File: src/design/olt_pkg.sv
// Shared types and codes for the ordered list table.
// No dependencies; compile first.
package olt_pkg;

  localparam int CAPACITY_DEF    = 128;
  localparam int VALUE_WIDTH_DEF = 32;

  // request opcodes
  localparam logic [2:0] CMD_APPEND = 3'd0;
  localparam logic [2:0] CMD_INSERT = 3'd1;
  localparam logic [2:0] CMD_REMOVE = 3'd2;
  localparam logic [2:0] CMD_FIND   = 3'd3;
  localparam logic [2:0] CMD_GET    = 3'd4;
  localparam logic [2:0] CMD_SET    = 3'd5;

  // result status codes
  localparam logic [1:0] ST_OK       = 2'd0;
  localparam logic [1:0] ST_BADPOS   = 2'd1;
  localparam logic [1:0] ST_FULL     = 2'd2;
  localparam logic [1:0] ST_NOTFOUND = 2'd3;

  typedef struct packed {
    logic [2:0]  cmd;
    logic [7:0]  position;
    logic [31:0] value;
  } olt_req_t;

  typedef struct packed {
    logic [1:0]  status;
    logic [6:0]  found_position;
    logic [31:0] read_value;
    logic [7:0]  count_now;
  } olt_rsp_t;

  typedef enum logic [2:0] {
    ST_IDLE,
    ST_SHIFT_UP,
    ST_PUT,
    ST_SHIFT_DOWN,
    ST_SEARCH,
    ST_GET_WAIT
  } olt_state_t;

endpackage

File: src/design/olt_ram.sv
// Generic simple dual-port RAM: one write port, one read port, registered read.
// No dependencies.
module olt_ram #(
  parameter int WIDTH = 32,
  parameter int DEPTH = 128
) (
  input  logic                     clk,
  input  logic                     we,
  input  logic [$clog2(DEPTH)-1:0] waddr,
  input  logic [WIDTH-1:0]         wdata,
  input  logic [$clog2(DEPTH)-1:0] raddr,
  output logic [WIDTH-1:0]         rdata
);

  logic [WIDTH-1:0] mem [DEPTH];

  always_ff @(posedge clk) begin
    if (we) begin
      mem[waddr] <= wdata;
    end
    rdata <= mem[raddr];
  end

endmodule

File: src/design/ordered_list_table_top.sv
// Ordered list table: list of values in one RAM plus an entry count.
// Depends on olt_pkg and olt_ram.
//
// Usage:
//   A request beat (cmd, position, value) is taken at a rising edge where
//   start is high and busy is low. Exactly one result beat follows: done is
//   high for one cycle with status, found_position, read_value and count_now
//   on result. The receiver cannot stall; results are never held.
// Work per request:
//   append, set, bad position, full, unused codes: answered without a RAM read
//   get: one RAM read, its registered data returned as read_value
//   insert at position p of n entries: entries n-1 down to p move up one slot,
//   then the value is written at p (an append when p equals n)
//   remove at p: entries p+1 to n-1 move down one slot (none when p is last)
//   find: one RAM read per entry walked, from entry 0 to a hit or the last entry
//   The longest request is an insert at the head of CAPACITY-1 entries; its
//   length is set by the RAM's single read and write port, one entry per cycle.
// A new request may start in the cycle its predecessor's result is shown.
// Reset clears the count and the controller only; RAM contents stay
// undefined, and every read is kept below the count, so no clearing pass.
module ordered_list_table_top #(
  parameter int CAPACITY    = olt_pkg::CAPACITY_DEF,
  parameter int VALUE_WIDTH = olt_pkg::VALUE_WIDTH_DEF
) (
  input  logic              clk,
  input  logic              rst,
  input  logic              start,
  output logic              busy,
  input  olt_pkg::olt_req_t request,
  output logic              done,
  output olt_pkg::olt_rsp_t result
);
  import olt_pkg::*;

  localparam int AW = $clog2(CAPACITY);      // RAM address bits
  localparam int CW = $clog2(CAPACITY + 1);  // count bits, holds CAPACITY
  localparam int PW = (CW > 8) ? CW : 8;     // common width for compares

  // --- registers ---
  olt_state_t             state, state_next;
  logic [CW-1:0]          count, count_next;
  logic [AW-1:0]          rd_ptr, rd_ptr_next;   // address of the read in flight
  logic [AW-1:0]          pos_r;                 // insert target
  logic [VALUE_WIDTH-1:0] val_r;                 // masked request value
  logic                   done_next;
  olt_rsp_t               rsp_next;

  // --- RAM port ---
  logic                   mem_we;
  logic [AW-1:0]          mem_waddr, mem_raddr;
  logic [VALUE_WIDTH-1:0] mem_wdata, mem_rdata;

  olt_ram #(
    .WIDTH (VALUE_WIDTH),
    .DEPTH (CAPACITY)
  ) u_ram (
    .clk   (clk),
    .we    (mem_we),
    .waddr (mem_waddr),
    .wdata (mem_wdata),
    .raddr (mem_raddr),
    .rdata (mem_rdata)
  );

  // --- decode ---
  logic                   accept;
  logic [63:0]            val64, rd64;
  logic [VALUE_WIDTH-1:0] val_w;
  logic [PW-1:0]          pos_ext, pos_inc_ext, cnt_ext, last_ext, ptr_ext, cnt_next_ext;
  logic                   is_full, pos_lt_cnt, pos_le_cnt, pos_is_last;
  logic                   at_last, at_pos, hit;
  logic [AW-1:0]          ptr_inc, ptr_dec;

  assign busy   = (state != ST_IDLE);
  assign accept = start && !busy;

  // value masked to the stored width (upper bits zero above 32)
  assign val64  = {32'd0, request.value};
  assign val_w  = val64[VALUE_WIDTH-1:0];
  assign rd64   = 64'(mem_rdata);

  assign pos_ext      = PW'(request.position);
  assign pos_inc_ext  = pos_ext + PW'(1);
  assign cnt_ext      = PW'(count);
  assign last_ext     = cnt_ext - PW'(1);
  assign ptr_ext      = PW'(rd_ptr);
  assign cnt_next_ext = PW'(count_next);

  assign is_full     = (count == CW'(CAPACITY));
  assign pos_lt_cnt  = (pos_ext < cnt_ext);
  assign pos_le_cnt  = (pos_ext <= cnt_ext);
  assign pos_is_last = (pos_ext == last_ext);

  assign at_last = (ptr_ext == last_ext);
  assign at_pos  = (rd_ptr == pos_r);
  assign hit     = (mem_rdata == val_r);
  assign ptr_inc = rd_ptr + AW'(1);
  assign ptr_dec = rd_ptr - AW'(1);

  // --- next state ---
  always_comb begin
    state_next = state;
    case (state)
      ST_IDLE: begin
        if (accept) begin
          case (request.cmd)
            CMD_INSERT: begin
              if (pos_lt_cnt && !is_full) state_next = ST_SHIFT_UP;
            end
            CMD_REMOVE: begin
              if (pos_lt_cnt && !pos_is_last) state_next = ST_SHIFT_DOWN;
            end
            CMD_FIND: begin
              if (count != '0) state_next = ST_SEARCH;
            end
            CMD_GET: begin
              if (pos_lt_cnt) state_next = ST_GET_WAIT;
            end
            default: state_next = ST_IDLE;
          endcase
        end
      end
      ST_SHIFT_UP:   if (at_pos) state_next = ST_PUT;
      ST_PUT:        state_next = ST_IDLE;
      ST_SHIFT_DOWN: if (at_last) state_next = ST_IDLE;
      ST_SEARCH:     if (hit || at_last) state_next = ST_IDLE;
      ST_GET_WAIT:   state_next = ST_IDLE;
      default:       state_next = ST_IDLE;
    endcase
  end

  // --- datapath and result ---
  always_comb begin
    mem_we      = 1'b0;
    mem_waddr   = pos_ext[AW-1:0];
    mem_wdata   = val_w;
    mem_raddr   = rd_ptr;
    rd_ptr_next = rd_ptr;
    count_next  = count;
    done_next   = 1'b0;
    rsp_next    = '0;
    rsp_next.status = ST_OK;

    case (state)
      ST_IDLE: begin
        if (accept) begin
          case (request.cmd)
            CMD_APPEND: begin
              done_next = 1'b1;
              if (is_full) begin
                rsp_next.status = ST_FULL;
              end else begin
                mem_we     = 1'b1;
                mem_waddr  = cnt_ext[AW-1:0];
                count_next = count + CW'(1);
              end
            end
            CMD_INSERT: begin
              if (!pos_le_cnt) begin
                done_next       = 1'b1;
                rsp_next.status = ST_BADPOS;
              end else if (is_full) begin
                done_next       = 1'b1;
                rsp_next.status = ST_FULL;
              end else if (!pos_lt_cnt) begin
                // insert at the end is an append
                done_next  = 1'b1;
                mem_we     = 1'b1;
                mem_waddr  = cnt_ext[AW-1:0];
                count_next = count + CW'(1);
              end else begin
                mem_raddr   = last_ext[AW-1:0];
                rd_ptr_next = last_ext[AW-1:0];
              end
            end
            CMD_REMOVE: begin
              if (!pos_lt_cnt) begin
                done_next       = 1'b1;
                rsp_next.status = ST_BADPOS;
              end else if (pos_is_last) begin
                done_next  = 1'b1;
                count_next = count - CW'(1);
              end else begin
                mem_raddr   = pos_inc_ext[AW-1:0];
                rd_ptr_next = pos_inc_ext[AW-1:0];
              end
            end
            CMD_FIND: begin
              if (count == '0) begin
                done_next       = 1'b1;
                rsp_next.status = ST_NOTFOUND;
              end else begin
                mem_raddr   = '0;
                rd_ptr_next = '0;
              end
            end
            CMD_GET: begin
              if (!pos_lt_cnt) begin
                done_next       = 1'b1;
                rsp_next.status = ST_BADPOS;
              end else begin
                mem_raddr   = pos_ext[AW-1:0];
                rd_ptr_next = pos_ext[AW-1:0];
              end
            end
            CMD_SET: begin
              done_next = 1'b1;
              if (!pos_lt_cnt) begin
                rsp_next.status = ST_BADPOS;
              end else begin
                mem_we = 1'b1;
              end
            end
            default: done_next = 1'b1;
          endcase
        end
      end
      ST_SHIFT_UP: begin
        // move entry up one slot, walking toward the insert point
        mem_we    = 1'b1;
        mem_waddr = ptr_inc;
        mem_wdata = mem_rdata;
        if (!at_pos) begin
          mem_raddr   = ptr_dec;
          rd_ptr_next = ptr_dec;
        end
      end
      ST_PUT: begin
        mem_we     = 1'b1;
        mem_waddr  = pos_r;
        mem_wdata  = val_r;
        count_next = count + CW'(1);
        done_next  = 1'b1;
      end
      ST_SHIFT_DOWN: begin
        // move entry down one slot, walking toward the tail
        mem_we    = 1'b1;
        mem_waddr = ptr_dec;
        mem_wdata = mem_rdata;
        if (at_last) begin
          count_next = count - CW'(1);
          done_next  = 1'b1;
        end else begin
          mem_raddr   = ptr_inc;
          rd_ptr_next = ptr_inc;
        end
      end
      ST_SEARCH: begin
        if (hit) begin
          done_next               = 1'b1;
          rsp_next.found_position = ptr_ext[6:0];
        end else if (at_last) begin
          done_next       = 1'b1;
          rsp_next.status = ST_NOTFOUND;
        end else begin
          mem_raddr   = ptr_inc;
          rd_ptr_next = ptr_inc;
        end
      end
      ST_GET_WAIT: begin
        done_next           = 1'b1;
        rsp_next.read_value = rd64[31:0];
      end
      default: done_next = 1'b0;
    endcase

    rsp_next.count_now = cnt_next_ext[7:0];
  end

  // --- registers ---
  always_ff @(posedge clk) begin
    if (rst) begin
      state <= ST_IDLE;
      count <= '0;
      done  <= 1'b0;
    end else begin
      state <= state_next;
      count <= count_next;
      done  <= done_next;
    end
  end

  always_ff @(posedge clk) begin
    rd_ptr <= rd_ptr_next;
    result <= rsp_next;
    if (accept) begin
      pos_r <= pos_ext[AW-1:0];
      val_r <= val_w;
    end
  end

endmodule
File: config.mk
export PLATFORM = sky130hd
export DESIGN_NAME = ordered_list_table_top
export DESIGN_NICKNAME = d
export VERILOG_FILES = /design/src/design/olt_pkg.sv /design/src/design/olt_ram.sv /design/src/design/ordered_list_table_top.sv
export SDC_FILE = /design/constraint.sdc
export NUM_CORES = 2
export LEC_CHECK = 0
export BUFFER_PORTS_ARGS = -buffer_cell sky130_fd_sc_hd__buf_2
export CAP_MARGIN = 40
export CORE_MARGIN = 1.5
export CORE_UTILIZATION = 35
export DETAILED_ROUTE_END_ITERATION = 6
export PLACE_DENSITY = 0.5
export SETUP_SLACK_MARGIN = 0.1
export SYNTH_ARGS = -nofsm -noshare
export SYNTH_HDL_FRONTEND = slang
export SYNTH_SLANG_ARGS = --single-unit
File: constraint.sdc
create_clock -name clk -period 13.1 [get_ports clk]
set_clock_uncertainty 0.2 [all_clocks]
set_input_delay 0.655 -clock clk [delete_from_list [all_inputs] [get_ports clk]]
set_output_delay 0.655 -clock clk [all_outputs]
set_load 0.02 [all_outputs]
* Yosys cells after proc, flatten, opt, wreduce, memory -nomap -nowiden
Memories as Yosys holds them, arrays and structs flattened. A register that Yosys moved wholly into a read port is not among the register bits. Index checks and enable logic that the tools add are counted.
Operators by class: $add $sub $neg 5, $lt $le $gt $ge 2, equality and inequality tests 23, multiplexer cells 70, reductions and logical operators 18
Operator list (number):
- $mux W7 | 16
- $pmux W7 S4 | 3
- $mux W8 | 8
- $pmux W32 S2 | 1
- $pmux W8 S3 | 2
- $eq A32 B32 Y1 | 1
- $mux W3 | 8
- $pmux W3 S4 | 2
- $mux W1 | 17
- $add A7 B1 Y7 const B | 2
- $pmux W7 S2 | 1
- $eq A3 B2 Y1 const B | 4
- $eq A3 B3 Y1 const B | 4
- $mux W2 | 6
- $ne A3 B3 Y1 const B | 4
- $add A8 B1 Y8 const B | 1
- $eq A7 B8 Y1 | 1
- $eq A8 B8 Y1 | 1
- $eq A8 B8 Y1 const B | 1
- $le A8 B8 Y1 | 1
- $logic_not A8 Y1 | 1
- $lt A8 B8 Y1 | 1
- $ne A2 B2 Y1 const B | 4
- $pmux W1 S4 | 2
- 18 further kinds | 26
Word-level totals: bits in registers 107, RAM bits 4096, logic and storage cells 129, memories 1
Memories:
- u_ram.mem | words 128, bits a word 32, read ports 1, clocked after memory_dff 1, write ports 1, RTL line olt_ram.sv:15 | logic [WIDTH-1:0] mem [DEPTH];

* Logic depth before layout (Yosys ltp)
word-level depth 9, gate-level depth with buffers 22, gate-level depth less buffers 16

* Modules after synthesis
A second synthesis with hierarchy kept.
Second synthesis, totals: cell total of the unflattened synthesis 6757, area total of the unflattened synthesis 162958.8 um^2
Modules (own cells, without submodules):
- olt_ram | times used 1, cells an instance 5990, area each 156257.4 um^2
- ordered_list_table_top | times used 1, cells an instance 767, area each 6701.4 um^2

* Worst setup path before layout
No wires, ideal clock.
kind reg-to-reg, start point register state[0], end point memory u_ram.mem[0][25] (data pin), library setup time 1.197 ns, arrival 6.520 ns, data required time 11.703 ns, path slack 5.183 ns, cell stages (with the launch flop) 7, buffers on the path 4, clock period less this slack 7.917 ns, cells stage by stage dfxtp_1 > clkbuf_1 > clkbuf_1 > clkbuf_1 > buf_1 > a22oi_1 > o21ai_0
On the way: cells in the longest elaborated chain, start to end 3, elaborated cells between the ends (all ways) 5
Ends and longest elaborated chain:
- from (decl) | RTL line ordered_list_table_top.sv:40 | olt_state_t state, state_next;
- from (signal assigned) | RTL line ordered_list_table_top.sv:277 | state <= state_next;
- $eq A3 B2 Y1 or $eq A3 B1 Y1 (tied branches) | RTL line ordered_list_table_top.sv:144 | case (state)
- $reduce_or A2 Y1 (no source line)
- $pmux W32 S2 (*) | RTL line ordered_list_table_top.sv:144
- via mem_wdata[25] | RTL line ordered_list_table_top.sv:51 | logic [VALUE_WIDTH-1:0] mem_wdata, mem_rdata;
- to (decl) | RTL line olt_ram.sv:15
The timed path passes the listed nets; every way through them passes the cells marked *.

* Worst setup path after layout
start point register count[0], in the netlist cnt_ext[0], end point register u_ram.rdata[14] (read register of u_ram.mem)
On the way: cells in the longest elaborated chain, start to end 7, elaborated cells between the ends (all ways) 19
Ends and longest elaborated chain:
- from (decl) | RTL line ordered_list_table_top.sv:41 | logic [CW-1:0] count, count_next;
- from (signal assigned) | RTL line ordered_list_table_top.sv:278 | count <= count_next;
- $sub A8 B1 Y8 or $lt A8 B8 Y1 (tied branches) | RTL line ordered_list_table_top.sv:85, ordered_list_table_top.sv:90
- $eq A8 B8 Y1 or $mux W7 (tied branches) | RTL line ordered_list_table_top.sv:92, ordered_list_table_top.sv:165
- $mux W7 (on tied branches) (2 in a row)
- $pmux W7 S4 | RTL line ordered_list_table_top.sv:147 | case (request.cmd)
- $mux W7
- $pmux W7 S4 (*) | RTL line ordered_list_table_top.sv:144
- to (decl) | RTL line olt_ram.sv:12 | output logic [WIDTH-1:0] rdata
Mark *: on every way between the ends. The rest lies on a longest branch, timed or not. A chain may end at the register's enable or synchronous reset.

==> results by group <==
Global route
  • First-pass GRT wire length: between 700 and 800 mm
  • Global route overflow: 0
  • Vias in the first global route: roughly 97000
  • GR Layer Usage met2: 37.9%
  • Gr busiest metal: met2
  • GRT met1 Usage: 32.8%
  • Largest net degree at the start of global routing: 178
  • Met3 Use GR: under 10%
  • Initial antenna violation count: a little under 70
  • Total GRT Usage: 23.7%

Layout
  • Share of cells above drive strength 1: 14.0%
  • Reg area: 126000 um2
  • Area of the multi-input gates: between 30000 and 40000 um2
  • # fillers: around 42000
  • Area Growth Syn to Fin: 16.0%
  • Final std cells w/o fill: 18000
  • Final nets: roughly 11000
  • Finished Cell Area: 190000 um2

Synth
  • Area leader, netlist: edfxtp_1
  • Syn Inst Count: 10900
  • Synth top cells by count: edfxtp_1 (4135), nand2_1 (2542), nand3_1 (1018)
  • Simple-gate share of the synthesized area: a little under an eighth
  • Xor/xnor share of the synthesized area: 0.401%
  • Area contributors post-synth: edfxtp_1 (76%), nand2_1 (5.8%), nand3_1 (3.1%)
  • Sequential fraction of the synthesis area: 76.9%
  • Syn. warnings: 0
  • Synth Area in Compound Gates: 3.83%
  • Largest family of logic cells by synthesized area: simple AND/OR/NAND/NOR gates
  • Synthesized cell area: 164000 um2
  • Most common cell in the netlist: edfxtp_1
  • Yosys top cell area share: between 70% and 80%
  • Post-synthesis mux area share: 5.08%
  • Synthesized netlist net count: 11000
  • Syn Area/Cell: roughly 15 um2
  • Yosys reg bits: 4235
  • Adder-cell area share of the yosys netlist: less than 1%
  • Synth async-reset ratio: 0%
  • Ys flop type: edfxtp_1
  • Post-synth EDFFs: 4135
  • Yosys cell types: 87

Clock network
  • Post_cts resized: 0
  • Clock insertion delay at the later pin of the skew report: 1.02 ns
  • CTS tree: built
  • CTS max path bufs: 4
  • Level count of the clock H-tree: 5
  • CTS Root Cell: clkbuf_16
  • # clock sinks: 4235
  • CTS buffer count: about 440
  • Worst-path clk slew: 0.06 ns
  • Post-CTS setup buffer count: 0

Route
  • DR pass1 iterations: 6
  • Drt total wl: 576 mm
  • Initial detailed-routing violation count: 14500
  • DRT antenna net count: 0
  • Vias: 103000
  • Wire per inst: 32.0 um
  • Drc violations: 0
  • Vias per cell: roughly 5.7

Timing
  • Final period utilization: 74.5%
  • Worst-Margin Slew: 1.14 ns
  • Final Max Tran Viols: 0
  • Slew headroom: 23.8%
  • Fmax: 0.102 GHz
  • Final setup fails: 0
  • Number of hold violations in the final report: 0
  • Setup TNS: 0 ns
  • Unrepaired setup endpoints after global routing: false
  • Tmin final: 9.76 ns

Floorplanning
  • Starting density of the core: a little over a third
  • DIE WIDTH: 688 um
  • Core area: 467000 um2
  • FP Rows: 251
  • Die height: 688 um
  • Die Footprint: 473000 um2
  • Io pins: 97

Placement
  • Dpl cells: 17000
  • Dpl cell area: about 180000 um2
  • Routability cong.: 0.891
  • DPL Wire Length: about 320 mm
  • Port Buffer Count: 96

Power
  • Cell area power density: 206 nW/um2
  • Leak pwr: between 0.06 and 0.07 uW
  • VDD IR-drop max: ~210 uV

Flow run
  • Max Cap Violations: 0

Worst setup path
  • Crit Path Class: flop to flop
  • Worst-path cell chain: inv_1, ha_1, xnor2_1, xnor2_1, or4_1, a31o_2, a311oi_1, o2bb2ai_4, nand2_8, buf_4, buf_4, buf_12, buf_4, nand2_1, nand3_1, nand4_1, o41ai_1, and4_1
  • Arr. time, crit path: between 10 and 15 ns
  • CP endpoint kind: flop
  • Startpoint type of the worst setup path: flop
  • Worst path most repeated cell: buf_4
  • Max incr delay on CP: around 0.9 ns
  • Slowest cell on the critical path: o41ai_1
  • Required @ worst endpoint: approximately 14 ns
  • Crit path max fanout: 177

Min path
  • Hold Crit Class: input port to flop

Status
  • Status: finished, final reports clean
metal layers:
metal | share of wire [%] | wire length (um)
met1 | 41 | 236000
met3 | 8.4 | 48400
met4 | 3.8 | 21800
met5 | 0.020 | 115
met2 | 47 | 270000
power by group:
part	internal [uW]	switching (uW)	total, uW
logic	3180	8250	11400
registers	15400	155	15500
clock network	6890	5310	12200
total	25500	13700	39200
sequential cells by signal (all words and copies together), names as in the netlist:
register / cells
done: 1
u_ram.mem: 4096
rd_ptr: 7
cnt_ext: 8
u_ram.rdata: 32
result: 49
state: 3
val_r: 32
pos_r: 7
layout make-up:
type / count / area share, %
multi-input cells: 6014 / 19.4
well taps: 6198 / 4.07
repair buffers: 615 / 2.79
clock buffers: 554 / 6.16
diodes: 94 / 0.124
flip-flops and latches: 4235 / 66.3
inverters: 33 / 0.0697
clock inverters: 259 / 1.15
worst max-delay path: cells and delay by family (launching register included):
family,cells,cell delay [ns]
flip-flops,1,0.70
AND/OR/NAND/NOR,6,1.82
adder cells (fa/ha/maj),1,0.39
buffers and inverters,5,3.05
AO/OA/AOI/OAI,4,2.07
XOR/XNOR,2,0.67
cells by family after synthesis:
logic type / after synthesis
AOI/OAI and AO/OA: 922
xor gates and xnor gates: 72
and+or+nand+nor: 4411
muxes: 596
DFF: 4235
buffers and inverters: 674
adders and majority gates: 13
final timing paths:
kind | from | to | slack [ns] | cells past startpoint
max | cnt_ext[0] | u_ram.rdata[14] | 3.34 | 18
min | request[40] | state[2] | 0.12 | 5
min reg2reg | u_ram.rdata[2] | result[10] | 0.32 | 1
max reg2reg | cnt_ext[0] | u_ram.rdata[14] | 3.34 | 18
layout by cell type (no fill, tap or decap), types with 94 or more instances in the layout:
master     netlist  final
o22ai_1        171    171
mux2i_1        405    405
nor2_4           0    142
nand3_1       1018   1015
clkbuf_1       309     94
a22oi_1        147    147
buf_4           17    393
mux4_2         190    190
a21oi_1        207    205
clkbuf_16        0    448
buf_2          268    111
dfxtp_1        100     98
nand4_1        314    314
nand2_1       2542   2540
diode_2          0     94
clkinv_1         1    114
edfxtp_1      4135   4135
timing repair:
| item | in CTS | in global routing |
|---|---|---|
| hold buffers | 41 | 0 |
| endpoints found under the hold margin | 50 | 0 |
| endpoints found under the setup margin | 0 | 0 |
through the flow:
stage | setup WS (ns) | hold slack (ns) | util, % | power, uW
after floorplan | 5.18 | 0.274 | - | 22100
after global placement | 3.21 | 0.326 | 37.4 | 26900
after global routing | 3.15 | 0.116 | 40.7 | 40300
final | 3.34 | 0.119 | 40.7 | 39200
after detailed placement | 3.79 | 0.321 | 37.6 | 27100
after CTS | 3.77 | 0.0250 | 40.7 | 39200
Note: power is estimated with default switching activity, not from simulation.
